$ cat config.mk
export PLATFORM = sky130hd
export DESIGN_NAME = csort_ram
export DESIGN_NICKNAME = d
export VERILOG_FILES = /design/src/design/csort_ram.sv
export SDC_FILE = /design/constraint.sdc
export NUM_CORES = 1
export LEC_CHECK = 0
export BUFFER_PORTS_ARGS = -buffer_cell sky130_fd_sc_hd__buf_2
export CAP_MARGIN = 10
export CORE_MARGIN = 2
export CORE_UTILIZATION = 55
export DETAILED_ROUTE_END_ITERATION = 10
export PLACE_DENSITY = 0.75
export SLEW_MARGIN = 20
export SYNTH_ARGS = -nofsm -noshare
export SYNTH_HDL_FRONTEND = slang
export SYNTH_SLANG_ARGS = --single-unit
export TNS_END_PERCENT = 5
$ cat constraint.sdc
create_clock -name i_clk -period 6.03 [get_ports i_clk]
set_input_delay 1.5075 -clock i_clk [delete_from_list [all_inputs] [get_ports i_clk]]
set_output_delay 1.5075 -clock i_clk [all_outputs]
set_load 0.02 [all_outputs]
$ cat src/design/csort_ram.sv
// Generic single-write, single-read RAM with registered read data.
`default_nettype none

module csort_ram #(
    parameter int WIDTH = 8,
    parameter int DEPTH = 16
) (
    input  wire logic                     i_clk,
    input  wire logic                     i_we,
    input  wire logic [$clog2(DEPTH)-1:0] i_waddr,
    input  wire logic [WIDTH-1:0]         i_wdata,
    input  wire logic [$clog2(DEPTH)-1:0] i_raddr,
    output logic      [WIDTH-1:0]         o_rdata
);

    logic [WIDTH-1:0] r_mem [DEPTH];

    always_ff @(posedge i_clk) begin
        if (i_we) begin
            r_mem[i_waddr] <= i_wdata;
        end
        o_rdata <= r_mem[i_raddr];
    end

endmodule

`default_nettype wire

After elaboration in Yosys (flattened, before gate mapping). Memory sizes are Yosys's and may differ from the RTL's. A register that Yosys moved wholly into a read port is not among the register bits. Index checks and enable logic that the tools add are counted.

Multiplexer cells: 2.

Operator list (number): two-way mux 1 bit (2).

Bits in registers: 0. Bits in writable memories: 128. Input bits: 18. Output and inout bits: 8. Word-level logic and storage cells: 3. Memories kept: 1.

Memories: r_mem (depth 16, bits a word 8, read ports 1, clocked after Yosys merged registers in 1, write ports 1, RTL line 16) `logic [WIDTH-1:0] r_mem [DEPTH];`.

Logic depth before layout (Yosys ltp). Gate-level depths: netlist of run 1.

Depth in word-level cells: 2. Mapped depth: 5. Gate-level depth less buffers: 3.

Worst setup path after synthesis of run 1. OpenSTA, ideal clock, no wires.

Kind: input port to flip-flop. From: input i_waddr[2]. To: memory r_mem[0][0], enable pin. Setup time: 0.383 ns. Arrival time: 2.617 ns. Required time: 5.647 ns. Setup slack: 3.030 ns. Cell stages on the path: 2. Buffers on the path: 0. Path through: or3b_2 > nor3_1.

RTL lines: from (decl) (RTL line 10) `input wire logic [$clog2(DEPTH)-1:0] i_waddr,`; to (decl) (RTL line 16).

No word-level cell before the write port.

Worst setup path after layout of run 1.
From: input i_waddr[2]. To: memory r_mem[2][4], enable pin.

No word-level cell before the write port.

==> PnR_summary.wiki, run 1 <==
{| class="wikitable"
! Metric !! Value
|-
| Outcome || finished, final reports clean
|-
| CTS root buf || sky130_fd_sc_hd__clkbuf_8
|-
| Setup repair after global routing missed its margin || false
|-
| Average size of a mapped cell || 22.5 sq um
|-
| ANT cells || 0
|-
| ANT nets after route || 0
|-
| # resized after CTS || 0
|-
| Routed wire per std cell || 24.6 um
|-
| Total number of vias || 2,433
|-
| DIE AREA || 10,100 sq um
|-
| Hold Buf Count CTS || 0
|-
| Share of the yosys chip area belonging to registers || 0.778
|-
| Via count of the first global-routing pass || 2,362
|-
| Post-Syn Nets || 247
|-
| Launching element type of the critical path || primary input
|-
| TritonCTS buffer count || 17
|-
| Number of nets in the finished design || 282
|-
| Post-CTS setup repair buffer count || 0
|-
| Synth Register Bits || 136
|-
| Number of levels the H-tree was split into || 4
|-
| Number of DRC markers in iteration 0 || 202
|-
| Critical path start-end classification || primary input to register
|-
| Overflow left after global routing || 0
|-
| Worst-path maximum fanout || 8
|-
| Commonest cells after routing, fill and taps aside || sky130_fd_sc_hd__edfxtp_1 (128), sky130_fd_sc_hd__buf_2 (24), sky130_fd_sc_hd__mux4_2 (18)
|-
| Synthesized instance count || 229
|-
| Clock sink count || 136
|-
| Count of final hold-check violations || 0
|-
| Final number of max-transition violations || 0
|-
| Placed wire-length estimate after detailed placement || 5720 um
|-
| Hold crit path type || register to register
|-
| Required time of the worst setup path || 6.19 ns
|-
| Number of buffers inserted by port buffering || 25
|-
| Floorplan row count || 35
|-
| Fraction of layout cells with a size suffix above 1 || 0.282
|-
| Total routed wirelength || 9530 um
|-
| Met1 global-route usage || 0.295
|-
| Most common cell after layout, fill and taps aside || sky130_fd_sc_hd__edfxtp_1
|-
| Clock tree buffer depth || 2
|-
| Core region area || 9150 sq um
|-
| Die extent in y || 101 um
|-
| Final-report setup violation count || 0
|-
| Upper clock frequency limit || 375 MHz
|-
| Remaining max-slew budget at the tightest pin || 0.365
|-
| Post-Route Setup TNS || 0 ns
|-
| Number of antenna violations at the first check in global routing || 0
|-
| Final cycle utilization of the critical path || 0.443
|-
| Post-placement cell count || 356
|-
| Met3 track demand over resource in global routing || 0.0541
|-
| Power density normalized to cell area || 363 nW/um^2
|-
| Count of yosys warnings during synthesis || 0
|-
| Maximum number of pins on one net before global-route repair || 33
|-
| First-pass GRT wire length || 14,400 um
|-
| Starting density of the core || 0.562
|-
| Clock insertion delay at the later pin of the skew report || 0.53 ns
|-
| Tmin final || 2.67 ns
|-
| Placer congestion estimate || 0.769
|-
| Length of the first detailed-routing pass in iterations || 6
|-
| Least-Margin Pin Slew || 0.949 ns
|-
| Arrival time of the worst setup path || 2.83 ns
|-
| Reported leakage power || 0.00196 uW
|-
| Clock tree skew after final layout || 0.00927 ns
|-
| Most Used Layer, Global Route || met2
|-
| Count of different cell masters after synthesis || 19
|-
| Global-route usage over all layers || 0.209
|-
| Endpoint class of the critical path || register
|-
| Die width || 101 um
|-
| Post-route DRC || 0
|-
| Layout overhead on the synthesized area || 15.0%
|-
| Total standard cell area after synthesis || 5150 sq um
|-
| Grt met2 use || 0.316
|-
| Total I/O pin count || 26
|-
| Clock transition at the registers of the reported paths || 0.06 ns
|-
| Clock tree from TritonCTS || built
|-
| Number of violations of the max-capacitance limit || 0
|-
| Max VDD drop || 0.198 mV
|-
| Vias per cell || 6.27
|-
| Post-route insts no fill || 388
|}
[metal layers]
layer	share of wire	vias to the layer above
li1	-	1045
met4	0.018	0
met2	0.49	122
met5	0	-
met3	0.074	17
met1	0.42	1249
[cells by family after synthesis]
| logic type | Yosys count | synth area share |
|---|---|---|
| simple gates | 35 | 0.0318 |
| mux | 32 | 0.150 |
| flops | 136 | 0.778 |
| buf+inv | 10 | 0.0168 |
| compound gates | 16 | 0.0233 |
[synthesized netlist by cell type, drive strengths merged]
master	n	area [sq um]
and2b	1	7.51
a22oi	16	120
edfxtp	128	3840
mux4	32	773
nor2b	1	6.26
buf	7	56.3
or3b	1	8.76
nor2	13	48.8
nand3b	2	15.0
clkdlybuf4s25	3	30.0
nand2b	2	12.5
and2	1	6.26
nand3	1	5.00
dfxtp	8	160
nand2	9	33.8
nor3	4	20.0
[worst max-delay path: stages]
cell and delay (ns):
sky130_fd_sc_hd__buf_2 0.12, sky130_fd_sc_hd__or3b_2 0.53, sky130_fd_sc_hd__nor2_1 0.67
[final cells by class]
cell class	count	area, sq um
multi-input combinational	83	1070
clock inverter	14	153
tap	111	139
timing repair buffer	26	135
clock buffer	18	418
fill	575	3230
sequential	136	4000
[flip-flops by register name (all words and copies together), names as in the netlist]
register and flops:
r_mem 128, o_rdata 8
[final timing paths]
check | from | end | slack (ns) | depth (start not counted)
setup / recovery | i_waddr[2] | r_mem[2][4] | 3.36 | 3
hold / removal | r_mem[14][3] | o_rdata[3] | 0.67 | 3
setup reg to reg | r_mem[0][2] | o_rdata[2] | 4.65 | 3
hold reg to reg | r_mem[14][3] | o_rdata[3] | 0.67 | 3
[stage by stage]
stage,total power [uW],utilization,setup WS [ns],hold slack (ns),cell area [sq um]
after floorplan,1140,-,3.03,0.629,5150
after global placement,1180,0.584,2.43,0.653,5340
after detailed placement,1180,0.584,2.49,0.665,5350
after CTS,2150,0.647,2.99,0.678,5920
after global routing,2200,0.647,3.29,0.711,5920
final,2150,0.647,3.36,0.674,5920
[report_power, final]
part / internal [uW] / total (uW) / switching [uW]
clock: 589 / 984 / 395
combinational: 37.9 / 98.4 / 60.5
sequential: 1060 / 1060 / 7.50
total: 1680 / 2150 / 463
(Power assumes the default switching activity.)
==> run 2, diff against run 1 <==
--- a/config.mk
+++ b/config.mk
@@ -5,12 +5,13 @@
 export SDC_FILE = /design/constraint.sdc
 export NUM_CORES = 1
 export LEC_CHECK = 0
+export ABC_AREA = 1
 export BUFFER_PORTS_ARGS = -buffer_cell sky130_fd_sc_hd__buf_2
 export CAP_MARGIN = 10
 export CORE_MARGIN = 2
 export CORE_UTILIZATION = 55
 export DETAILED_ROUTE_END_ITERATION = 10
-export PLACE_DENSITY = 0.75
+export PLACE_DENSITY = 0.77
 export SLEW_MARGIN = 20
 export SYNTH_ARGS = -nofsm -noshare
 export SYNTH_HDL_FRONTEND = slang
==> constraint.sdc (replaced) <==
create_clock -name i_clk -period 2.3 [get_ports i_clk]
set_input_delay 0.575 -clock i_clk [delete_from_list [all_inputs] [get_ports i_clk]]
set_output_delay 0.575 -clock i_clk [all_outputs]
set_load 0.02 [all_outputs]
==> PnR_summary.wiki, run 2 <==
{| class="wikitable"
! Metric !! Value
|-
| Slowest cell on the critical path || sky130_fd_sc_hd__dfxtp_1
|-
| Count of yosys warnings during synthesis || 0
|-
| Leading area contributor after synthesis || sky130_fd_sc_hd__edfxtp_1
|-
| Cell area after layout || 6660 sq um
|-
| Total number of vias || 4,040
|-
| Clock insertion delay at the later pin of the skew report || 0.53 ns
|-
| Number of buffer and inverter stages on the critical path || 1
|-
| Required time of the worst setup path || 1.73 ns
|-
| Maximum single-stage delay on the critical path || 0.36 ns
|-
| Max VDD drop || 0.571 mV
|-
| Maximum number of pins on one net before global-route repair || 48
|-
| Post-Route Setup TNS || 0 ns
|-
| Critical Path, Cell by Cell || buf_2
|-
| Cell types with the highest counts after synthesis || sky130_fd_sc_hd__nand2_1 (173), sky130_fd_sc_hd__edfxtp_1 (128), sky130_fd_sc_hd__inv_1 (100)
|-
| Post-Syn Nets || 569
|-
| Number of enable flip-flop cells after synthesis || 128
|-
| Synth Register Bits || 136
|-
| Worst-path maximum fanout || 1
|-
| Placed wire-length estimate after detailed placement || 7800 um
|-
| Tmin final || 1.64 ns
|-
| Fraction of layout cells with a size suffix above 1 || 0.126
|-
| Share of the yosys chip area belonging to registers || 0.694
|-
| Endpoint class of the critical path || primary output
|-
| Layout overhead on the synthesized area || 15.5%
|-
| Number of DRC markers in iteration 0 || 362
|-
| DIE AREA || 11,300 sq um
|-
| TritonCTS buffer count || 17
|-
| Biggest regs || r_mem x128, o_rdata x8
|-
| Vias per cell || 5.48
|-
| Die width || 106 um
|-
| ANT nets after route || 0
|-
| Number of levels the H-tree was split into || 4
|-
| Power density normalized to cell area || 897 nW/um^2
|-
| Number of nets in the finished design || 606
|-
| Top post-synthesis cells by area || sky130_fd_sc_hd__edfxtp_1 (67%), sky130_fd_sc_hd__nand2_1 (11%), sky130_fd_sc_hd__nand3_1 (8.4%)
|-
| Routed wire per std cell || 17.6 um
|-
| Total standard cell area after synthesis || 5770 sq um
|-
| Clock transition at the registers of the reported paths || 0.07 ns
|-
| Post-Place Setup Slack || 0.441 ns
|-
| Number of buffers inserted by port buffering || 25
|-
| Number of violations of the max-capacitance limit || 0
|-
| Via count of the first global-routing pass || 3,780
|-
| Worst hold-check slack || 0.402 ns
|-
| Post-route DRC || 0
|-
| Async set-or-reset flop fraction in the synthesized netlist || 0
|-
| Commonest cells after routing, fill and taps aside || sky130_fd_sc_hd__nand2_1 (173), sky130_fd_sc_hd__edfxtp_1 (128), sky130_fd_sc_hd__inv_1 (100)
|-
| Post-CTS setup repair buffer count || 0
|-
| Final-report setup violation count || 0
|-
| Setup repair after global routing missed its margin || false
|-
| Final number of max-transition violations || 0
|-
| Core region area || 10,200 sq um
|-
| Die extent in y || 106 um
|-
| Count of final hold-check violations || 0
|-
| Average size of a mapped cell || 10.5 sq um
|-
| Commonest register cell after synthesis || sky130_fd_sc_hd__edfxtp_1
|-
| Starting density of the core || 0.564
|-
| Most common cell in the synthesized netlist || sky130_fd_sc_hd__nand2_1
|-
| Overflow left after global routing || 0
|-
| Length of the first detailed-routing pass in iterations || 5
|-
| Final cycle utilization of the critical path || 0.712
|-
| Instance area after placement || 6040 sq um
|-
| ANT cells || 0
|-
| Remaining max-slew budget at the tightest pin || 0.525
|-
| Largest register FFs || 128
|-
| Setup slack after layout || 0.662 ns
|-
| Floorplan row count || 37
|-
| Least-Margin Pin Slew || 0.710 ns
|-
| Synthesized instance count || 551
|-
| Arrival time of the worst setup path || 1.06 ns
|-
| Clock tree skew after final layout || 0.0106 ns
|-
| Launching element type of the critical path || register
|-
| Hold Buf Count CTS || 0
|-
| CTS root buf || sky130_fd_sc_hd__clkbuf_8
|-
| Top reg by flops || r_mem
|-
| Total I/O pin count || 26
|-
| Upper clock frequency limit || 610 MHz
|-
| Number of antenna violations at the first check in global routing || 0
|-
| Outcome || finished, final reports clean
|-
| Reported leakage power || 0.00290 uW
|-
| Clock tree from TritonCTS || built
|-
| Total routed wirelength || 13,000 um
|-
| Placer congestion estimate || 0.828
|-
| Count of different cell masters after synthesis || 12
|-
| Most common cell after layout, fill and taps aside || sky130_fd_sc_hd__nand2_1
|-
| Worst path top cell family by delay || flip-flops
|-
| Clock sink count || 136
|-
| Global-route usage over all layers || 0.247
|-
| Clock tree buffer depth || 2
|-
| First-pass GRT wire length || 20,000 um
|-
| Critical path start-end classification || register to primary output
|-
| # resized after CTS || 0
|-
| Hold crit path type || primary input to register
|-
| Top cell type's share of synthesized area || 0.667
|}
run 2: path summary, 6_finish.rpt:
path,from,to,slack (ns),depth (start not counted)
worst max register to register,r_mem[1][4],o_rdata[4],1.26,6
worst min-delay path,i_raddr[3],o_rdata[7],0.40,3
worst min register to register,r_mem[9][7],o_rdata[7],0.68,6
worst max-delay path,o_rdata[5],o_rdata[5],0.66,1
run 2: area by class of cell:
cell class	count	area (sq um)
timing repair buffer	42	265
fill	748	3570
multi-input combinational	289	1210
inverter	102	383
sequential	136	4000
tap	136	170
clock inverter	14	199
clock buffer	18	428
run 2: routing by layer:
metal  global-route usage  share of wire  vias up
li1                     -              -     1853
met1                0.317           0.39     1913
met2                0.395           0.49      227
met3               0.0546          0.080       47
met4                0.130          0.037        0
met5                    0              0        -
run 2: metrics by stage:
stage                     total power (uW)  std cells   util
after global routing                  6150        737  0.651
after detailed placement              3180        705  0.590
after global placement                3170        705  0.590
after CTS                             6000        737  0.651
final                                 5980        737  0.651
after floorplan                       3050        551      -
run 2: kinds of logic after synthesis:
| group | Yosys count | share of synthesized area |
|---|---|---|
| DFF | 136 | 0.694 |
| and+or+nand+nor | 289 | 0.210 |
| buffers and inverters | 126 | 0.0952 |
run 2: power breakdown:
part           internal [uW]  switching (uW)
logic                   97.0             253
clock network           1800            1040
registers               2770            20.0
