[config.mk]
export PLATFORM = sky130hd
export DESIGN_NAME = csort_ctrl
export DESIGN_NICKNAME = d
export VERILOG_FILES = /design/src/design/csort_pkg.sv /design/src/design/csort_ctrl.sv
export SDC_FILE = /design/constraint.sdc
export NUM_CORES = 1
export LEC_CHECK = 0
export ABC_AREA = 1
export BUFFER_PORTS_ARGS = -buffer_cell sky130_fd_sc_hd__buf_2
export CAP_MARGIN = 20
export CORE_MARGIN = 5
export CORE_UTILIZATION = 50
export DETAILED_ROUTE_END_ITERATION = 10
export PLACE_DENSITY = 0.75
export SETUP_SLACK_MARGIN = 0.05
export SLEW_MARGIN = 20
export SYNTH_ARGS = -nofsm -noshare
export SYNTH_HDL_FRONTEND = slang
export SYNTH_SLANG_ARGS = --single-unit
[constraint.sdc]
create_clock -name i_clk -period 2.32 [get_ports i_clk]
set_input_delay 0 -clock i_clk [delete_from_list [all_inputs] [get_ports i_clk]]
set_output_delay 0 -clock i_clk [all_outputs]
set_load 0.01 [all_outputs]
[src/design/csort_pkg.sv]
// Shared types and constants of the counting sort engine.
`default_nettype none

package csort_pkg;

    localparam int VAL_W           = 11;
    localparam int LIM_W           = 12;
    localparam int DROP_W          = 8;
    localparam int MAX_ITEMS_DEF   = 64;
    localparam int VALUE_RANGE_DEF = 2048;
    localparam logic [LIM_W-1:0] LIMIT_RESET = 12'd2048;
    localparam logic [DROP_W-1:0] DROP_SAT   = 8'hFF;

    localparam int S_DATA_W = 16;
    localparam int M_DATA_W = 24;

    typedef enum logic [2:0] {
        ST_CLR,
        ST_IDLE,
        ST_INC,
        ST_RD,
        ST_CHK,
        ST_EMIT,
        ST_EMPTY
    } t_state;

    // One result beat handed from the sequencer to the output register.
    typedef struct packed {
        logic              load;
        logic [VAL_W-1:0]  value;
        logic              run_end;
        logic              empty;
        logic [DROP_W-1:0] dropped;
    } t_emit;

endpackage

`default_nettype wire

[src/design/csort_ctrl.sv]
// Sequencer of the counting sort: histogram update, bin sweep and result issue.
`default_nettype none

module csort_ctrl
    import csort_pkg::*;
#(
    parameter int MAX_ITEMS   = MAX_ITEMS_DEF,
    parameter int VALUE_RANGE = VALUE_RANGE_DEF,
    parameter int IDX_W       = $clog2(VALUE_RANGE),
    parameter int CNT_W       = $clog2(MAX_ITEMS + 1)
) (
    input  wire logic             i_clk,
    input  wire logic             i_rst_n,
    input  wire logic             i_in_valid,
    output logic                  o_in_ready,
    input  wire logic [VAL_W-1:0] i_in_value,
    input  wire logic             i_in_final,
    input  wire logic             i_cfg_valid,
    input  wire logic [LIM_W-1:0] i_cfg_data,
    input  wire logic             i_out_free,
    output t_emit                 o_emit,
    output logic                  o_ram_we,
    output logic      [IDX_W-1:0] o_ram_waddr,
    output logic      [CNT_W-1:0] o_ram_wdata,
    output logic      [IDX_W-1:0] o_ram_raddr,
    input  wire logic [CNT_W-1:0] i_ram_rdata
);

    t_state             r_state, n_state;
    logic [IDX_W-1:0]   r_idx, n_idx;
    logic [IDX_W-1:0]   r_val, n_val;
    logic [CNT_W-1:0]   r_kept, n_kept;
    logic [CNT_W-1:0]   r_emit, n_emit;
    logic [CNT_W-1:0]   r_left, n_left;
    logic [DROP_W-1:0]  r_drop, n_drop;
    logic               r_fin, n_fin;
    logic [LIM_W-1:0]   r_limit;

    logic [VAL_W+IDX_W-1:0] w_in_wide;
    logic [VAL_W+IDX_W-1:0] w_val_wide;
    logic [IDX_W-1:0]       w_in_idx;
    logic                   w_acc;
    logic                   w_keep;

    assign w_in_wide  = (VAL_W + IDX_W)'(i_in_value);
    assign w_in_idx   = w_in_wide[IDX_W-1:0];
    assign w_val_wide = (VAL_W + IDX_W)'(r_val);
    assign w_acc      = i_in_valid && o_in_ready;
    assign w_keep     = ({1'b0, i_in_value} < r_limit)
                        && (32'(i_in_value) < 32'(VALUE_RANGE))
                        && (r_kept < CNT_W'(MAX_ITEMS));

    always_ff @(posedge i_clk) begin
        if (!i_rst_n) begin
            r_state <= ST_CLR;
            r_idx   <= '0;
            r_kept  <= '0;
            r_emit  <= '0;
            r_drop  <= '0;
            r_fin   <= 1'b0;
            r_limit <= LIMIT_RESET;
        end else begin
            r_state <= n_state;
            r_idx   <= n_idx;
            r_kept  <= n_kept;
            r_emit  <= n_emit;
            r_drop  <= n_drop;
            r_fin   <= n_fin;
            if (i_cfg_valid) begin
                r_limit <= i_cfg_data;
            end
        end
    end

    always_ff @(posedge i_clk) begin
        r_val  <= n_val;
        r_left <= n_left;
    end

    always_comb begin
        n_state     = r_state;
        n_idx       = r_idx;
        n_val       = r_val;
        n_kept      = r_kept;
        n_emit      = r_emit;
        n_left      = r_left;
        n_drop      = r_drop;
        n_fin       = r_fin;
        o_in_ready  = 1'b0;
        o_ram_we    = 1'b0;
        o_ram_waddr = r_idx;
        o_ram_wdata = '0;
        o_ram_raddr = r_idx;
        o_emit      = '0;
        case (r_state)
            ST_CLR: begin
                o_ram_we = 1'b1;
                n_idx    = r_idx + 1'b1;
                if (r_idx == IDX_W'(VALUE_RANGE - 1)) begin
                    n_idx   = '0;
                    n_state = ST_IDLE;
                end
            end
            ST_IDLE: begin
                o_in_ready  = 1'b1;
                o_ram_raddr = w_in_idx;
                if (w_acc) begin
                    n_idx = '0;
                    if (w_keep) begin
                        n_kept  = r_kept + 1'b1;
                        n_val   = w_in_idx;
                        n_fin   = i_in_final;
                        n_state = ST_INC;
                    end else begin
                        if (r_drop != DROP_SAT) begin
                            n_drop = r_drop + 1'b1;
                        end
                        if (i_in_final) begin
                            n_state = (r_kept == '0) ? ST_EMPTY : ST_RD;
                        end
                    end
                end
            end
            ST_INC: begin
                // The bin was read in the accept cycle; write back one more.
                o_ram_we    = 1'b1;
                o_ram_waddr = r_val;
                o_ram_wdata = i_ram_rdata + 1'b1;
                n_state     = r_fin ? ST_RD : ST_IDLE;
            end
            ST_RD: begin
                n_state = ST_CHK;
            end
            ST_CHK: begin
                // Look ahead at the next bin while this one is examined.
                o_ram_raddr = r_idx + 1'b1;
                n_idx       = r_idx + 1'b1;
                if (i_ram_rdata != '0) begin
                    o_ram_we = 1'b1;
                    n_val    = r_idx;
                    n_left   = i_ram_rdata;
                    n_state  = ST_EMIT;
                end
            end
            ST_EMIT: begin
                if (i_out_free) begin
                    o_emit.load  = 1'b1;
                    o_emit.value = w_val_wide[VAL_W-1:0];
                    n_left       = r_left - 1'b1;
                    n_emit       = r_emit + 1'b1;
                    if (r_emit + 1'b1 == r_kept) begin
                        o_emit.run_end = 1'b1;
                        o_emit.dropped = r_drop;
                        n_kept         = '0;
                        n_emit         = '0;
                        n_drop         = '0;
                        n_state        = ST_IDLE;
                    end else if (r_left == CNT_W'(1)) begin
                        n_state = ST_CHK;
                    end
                end
            end
            ST_EMPTY: begin
                if (i_out_free) begin
                    o_emit.load    = 1'b1;
                    o_emit.run_end = 1'b1;
                    o_emit.empty   = 1'b1;
                    o_emit.dropped = r_drop;
                    n_drop         = '0;
                    n_state        = ST_IDLE;
                end
            end
            default: begin
                n_state = ST_IDLE;
            end
        endcase
    end

    a_kept_bound: assert property (@(posedge i_clk) disable iff (!i_rst_n)
        r_kept <= CNT_W'(MAX_ITEMS))
        else $error("kept count beyond store capacity");

    a_emit_below_kept: assert property (@(posedge i_clk) disable iff (!i_rst_n)
        (r_state == ST_EMIT) |-> (r_emit < r_kept && r_left != '0))
        else $error("emission beyond the kept items");

    a_empty_only_unkept: assert property (@(posedge i_clk) disable iff (!i_rst_n)
        (o_emit.load && o_emit.empty) |-> (r_kept == '0))
        else $error("empty result while items are kept");

    a_load_when_free: assert property (@(posedge i_clk) disable iff (!i_rst_n)
        o_emit.load |-> i_out_free)
        else $error("result issued into a busy output register");

endmodule

`default_nettype wire

* Yosys cells after proc, flatten, opt, wreduce, memory -nomap -nowiden
Cells that the tools add are included.
Storage, ports and cells: flip-flop bits (word level) 67, bits of input ports 36, output and inout port bits 53, word-level logic and storage cells 109
Cells by class: add/subtract/negate cells 6, order comparisons 2, equal/unequal tests 21, multiplexer cells 52, reductions and logical operators 19
Operator list (count):
- 2-to-1 mux 11 bit | 7
- 2-to-1 mux 8 bit | 8
- 2-to-1 mux 7 bit | 8
- case mux 11 bit (2 select lines) | 2
- case mux 11 bit (3 select lines) | 1
- 2-to-1 mux 3 bit | 10
- case mux 7 bit (2 select lines) | 2
- case mux 8 bit (3 select lines) | 1
- adder 7 x 1 -> 7 bit (second input constant) | 3
- case mux 3 bit (7 select lines) | 1
- != test 2 bit (second input constant) | 9
- case mux 8 bit (2 select lines) | 1
- AND reduction 7 bit | 2
- 2-to-1 mux 13 bit | 1
- less-than comparator 11 x 12 -> 1 bit | 1
- adder 11 x 1 -> 11 bit (second input constant) | 1
- equality test 11 bit (second input constant) | 1
- 2-to-1 mux 10 bit | 1
- equality test 3 bit (second input constant) | 3
- adder 8 x 1 -> 8 bit (second input constant) | 1
- != test 8 bit (second input constant) | 1
- equality test 7 x 1 -> 1 bit (second input constant) | 1
- equality test 7 bit | 1
- zero test 7 bit | 1
- other kinds (18) | 32

* Longest topological paths before layout
word-level depth 6, depth in mapped cells 16

* Least setup slack after synthesis
No wires, ideal clock.
path type register to register, start point register r_limit[7], end point register r_val[0], enable pin, arrival 2113 ps, data required time 1927 ps, path slack -186 ps, stages on the path, launching flop included 12, clock period less this slack 2506 ps, path through dfxtp_1 > inv_1 > ha_1 > nand2_1 > inv_1 > nand2_1 > nand2_1 > a21oi_1 > nand3_1 > nor2_1 > nor2_1 > nor3_1
Between the ends: cells in the longest elaborated chain, start to end 4
RTL lines:
- start, declared | line csort_ctrl.sv:37 | logic [LIM_W-1:0] r_limit;
- start signal, assigned | line csort_ctrl.sv:70 | r_limit <= i_cfg_data;
- less-than comparator 11 x 12 -> 1 bit | line csort_ctrl.sv:49 | assign w_keep = ({1'b0, i_in_value} < r_limit)
- logical AND 1 bit | line csort_ctrl.sv:51 | && (r_kept < CNT_W'(MAX_ITEMS));
- != test 2 bit (no source line)
- AND reduction 4 bit (no source line)
- end signal, assigned | line csort_ctrl.sv:76 | r_val <= n_val;
- end, declared | line csort_ctrl.sv:31 | logic [IDX_W-1:0] r_val, n_val;
No other way between the ends. A chain may end at the register's enable or synchronous reset.

* Worst setup path after layout
start point register r_idx[0], end point output o_ram_raddr[10]
Between the ends: cells in the longest elaborated chain, start to end 2
RTL lines:
- start, declared | line csort_ctrl.sv:30 | logic [IDX_W-1:0] r_idx, n_idx;
- start signal, assigned | line csort_ctrl.sv:64 | r_idx <= n_idx;
- adder 11 x 1 -> 11 bit | line csort_ctrl.sv:136 | o_ram_raddr = r_idx + 1'b1;
- case mux 11 bit (2 select lines) | line csort_ctrl.sv:95 | case (r_state)
- end, declared | line csort_ctrl.sv:25 | output logic [IDX_W-1:0] o_ram_raddr,
No other way between the ends.

==> flow_metrics.tcl <==
set metrics [dict create \
    status "complete, no violations" \
    synthesis.area_um2 4500 \
    setup_viol 0 \
    final_common_cell "nand2_1" \
    place_congestion 0.902 \
    grt_pass1_wl_um 20600 \
    endpoint_kind "primary output" \
    ant_nets 0 \
    fmax_mhz 468 \
    combPwrFrac_pct 42.0 \
    first_iter_violations 304 \
    p_seq_share_pct 36.0 \
    fin_crit_sh_pct 92.1 \
    wl_per_cell_um 13.4 \
    start_util_pct 51.3 \
    cp.arrival_ns 2.14 \
    io_buffers 88 \
    ys_seq_elements 67 \
    fillers 787 \
    drt-total-wl_um 12100 \
    clock_latency_ns 0.35 \
    cp-start-kind "register" \
    layout_common_cells "nand2_1, inv_1, buf_2, nor2_1, o21ai_0" \
    clk_pin_slew_ns 0.08 \
    drtPass1Iterations 6 \
    grt_pass1_vias 4340 \
    clockBufferDepth 2 \
    cts_max_level 3 \
    final_nets 847 \
    antenna_cells 0 \
    clockRootBuffer "clkbuf_8" \
    maxSlewHeadroom_pct 45.5 \
    worst_slack_ns 0.183 \
    skew_ns 0.0113 \
    io_pins 89 \
    grt_max_degree 32 \
    crit_fanout 4 \
    num_vias 4752 \
    row_count 34 \
    rsz0062_at_grt "yes" \
    pwr-share-clk_pct 21.9 \
    postSynthAreaPerCell_um2 6.61 \
    place_hpwl_um 8930 \
    hold_viol 0 \
    ys_seq_area_share_pct 33.8 \
    critPathLaunch "r_idx[0]" \
    grt_use_total_pct 22.3 \
    ys_types 38 \
    switching_power_w 0.00200 \
    drive_gt1_share_pct 19.1 \
    drc_errors 0 \
    worstMarginPinSlew_ns 0.808 \
    area_growth_pct 23.8 \
    hold_class "in2reg" \
    cts_tree "done" \
    die_area_um2 11000 \
    syn_nets 736 \
    fp.coreArea_um2 8760 \
    post-place-ws_ns 0.295 \
    vdd_drop_max_mv 0.514 \
    cap_viol_max_count 0 \
    final_max_slew_viol_count 0 \
    via_per_inst 5.26 \
    fp.dieH_um 105 \
    hold_start "i_in_value[5]" \
    reg2reg_from "r_state[0]" \
    yosysWarnings 0 \
    critPathKind "reg2out" \
    clock_sinks 67 \
    die_w_um 105 \
    p_per_area_nw_per_um2 877 \
    cts_made_buffers 9 \
    fin_crit_ns 2.14 \
    switching_share_pct 40.9 \
    fin_tns_setup_ns 0 \
    netlist_instances 680 \
    globalRoute.totalOverflow 0 \
    crit_required_ns 2.32 \
    p_leak_nw 2.61 \
    antenna_found_initial 0 \
    power.internal_w 0.00288 \
]
critical path, stage by stage (launching register included):
cell,delay (ns)
dfxtp_2,0.37
ha_1,0.20
nand3_1,0.17
nor3_2,0.21
nand2_1,0.12
o31ai_1,0.29
nand3_1,0.13
o211ai_1,0.13
buf_2,0.17
worst paths after layout:
kind                           to  slack [ns]  cells past startpoint
hold reg to reg        r_limit[2]        0.47                      2
setup / recovery  o_ram_raddr[10]        0.18                      8
setup reg to reg        r_drop[6]        0.32                     10
hold / removal           r_val[5]        0.01                      3
layer usage:
metal  vias to the layer above  global-route usage, %  wire length [um]
met5                         -                      0                 0
met3                        27                   4.44               934
met2                       184                   34.8              5410
met1                      2109                   30.7              5520
met4                         0                   7.58               260
li1                       2432                      -                 -
power by group through the flow:
| stage | clock network, W | registers, W | logic [W] |
|---|---|---|---|
| final | 0.00107 | 0.00176 | 0.00205 |
| after global routing | 0.00115 | 0.00180 | 0.00232 |
| after CTS | 0.00108 | 0.00175 | 0.00201 |
| after detailed placement | 0 | 0.00178 | 0.00196 |
| after global placement | 0 | 0.00176 | 0.00193 |
| after floorplan | 0 | 0.00172 | 0.00141 |
cell usage after synthesis:
| cell | number | area (um^2) |
|---|---|---|
| a21oi_1 | 49 | 245 |
| a221o_1 | 1 | 10.0 |
| and3_1 | 2 | 12.5 |
| buf_2 | 3 | 15.0 |
| clkbuf_1 | 17 | 63.8 |
| clkinv_1 | 1 | 3.75 |
| clkinv_2 | 1 | 5.00 |
| clkinv_4 | 1 | 8.76 |
| dfxtp_1 | 49 | 981 |
| edfxtp_1 | 18 | 541 |
| ha_1 | 20 | 250 |
| inv_1 | 90 | 338 |
| inv_2 | 3 | 11.3 |
| nand2_1 | 170 | 638 |
| nand2_2 | 6 | 37.5 |
| nand2_4 | 3 | 33.8 |
| nand3_1 | 40 | 200 |
| nand3_2 | 1 | 10.0 |
| nand3_4 | 1 | 17.5 |
| nand3b_1 | 2 | 15.0 |
| nand4_1 | 7 | 43.8 |
| nor2_1 | 79 | 297 |
| nor2_2 | 2 | 12.5 |
| nor2_4 | 3 | 33.8 |
| nor3_1 | 14 | 70.1 |
| nor3_2 | 1 | 10.0 |
| nor3b_1 | 1 | 7.51 |
| nor4_1 | 1 | 6.26 |
| o211ai_1 | 8 | 60.1 |
| o21ai_0 | 56 | 280 |
| o21ai_1 | 3 | 15.0 |
| o21bai_1 | 1 | 7.51 |
| o221ai_1 | 4 | 35.0 |
| o22ai_1 | 1 | 6.26 |
| o31ai_1 | 2 | 15.0 |
| or2_2 | 2 | 12.5 |
| xnor2_1 | 5 | 43.8 |
| xor2_1 | 12 | 105 |
registers in the layout, indices dropped and copies added, names as in the netlist:
name     count
r_drop       8
r_emit       7
r_fin        1
r_idx       11
r_kept       7
r_left       7
r_limit     12
r_state      3
r_val       11
timing repair:
item	in CTS	in global routing
buffers inserted	0	2
resized for setup	5	14
endpoints found under the setup margin	15	20
hold buffers	21	0
endpoints found under the hold margin	20	0
gates cloned	0	0
pin swaps	1	3
cells by family (layout without fill, tap and decap cells):
| family | count (synthesis) | in the layout | share of synthesized area (%) |
|---|---|---|---|
| AND/OR/NAND/NOR | 335 | 335 | 32.4 |
| AO/OA/AOI/OAI | 125 | 125 | 15.0 |
| buffers and inverters | 116 | 232 | 9.90 |
| flip-flops | 67 | 67 | 33.8 |
| adder cells (fa/ha/maj) | 20 | 20 | 5.56 |
| XOR/XNOR | 17 | 17 | 3.31 |
cell type report:
| cell class | count | area [um^2] | area share [%] |
|---|---|---|---|
| clock inverter | 7 | 92.6 | 1.66 |
| clock buffer | 9 | 124 | 2.22 |
| inverter | 96 | 370 | 6.65 |
| sequential | 67 | 1530 | 27.4 |
| multi-input combinational | 497 | 2580 | 46.4 |
| tap | 108 | 135 | 2.43 |
| timing repair buffer | 120 | 733 | 13.2 |
through the flow:
step	hold slack (ns)	total power [W]	util, %	cell area, um^2	instances
after floorplan	0.0475	0.00313	-	4500	680
after global routing	0.0129	0.00527	63.5	5570	904
final	0.0101	0.00488	63.5	5570	904
after detailed placement	0.227	0.00374	57.8	5070	865
after global placement	0.212	0.00369	57.8	5070	865
after CTS	0.00315	0.00484	62.8	5510	902
(Power assumes the default switching activity.)
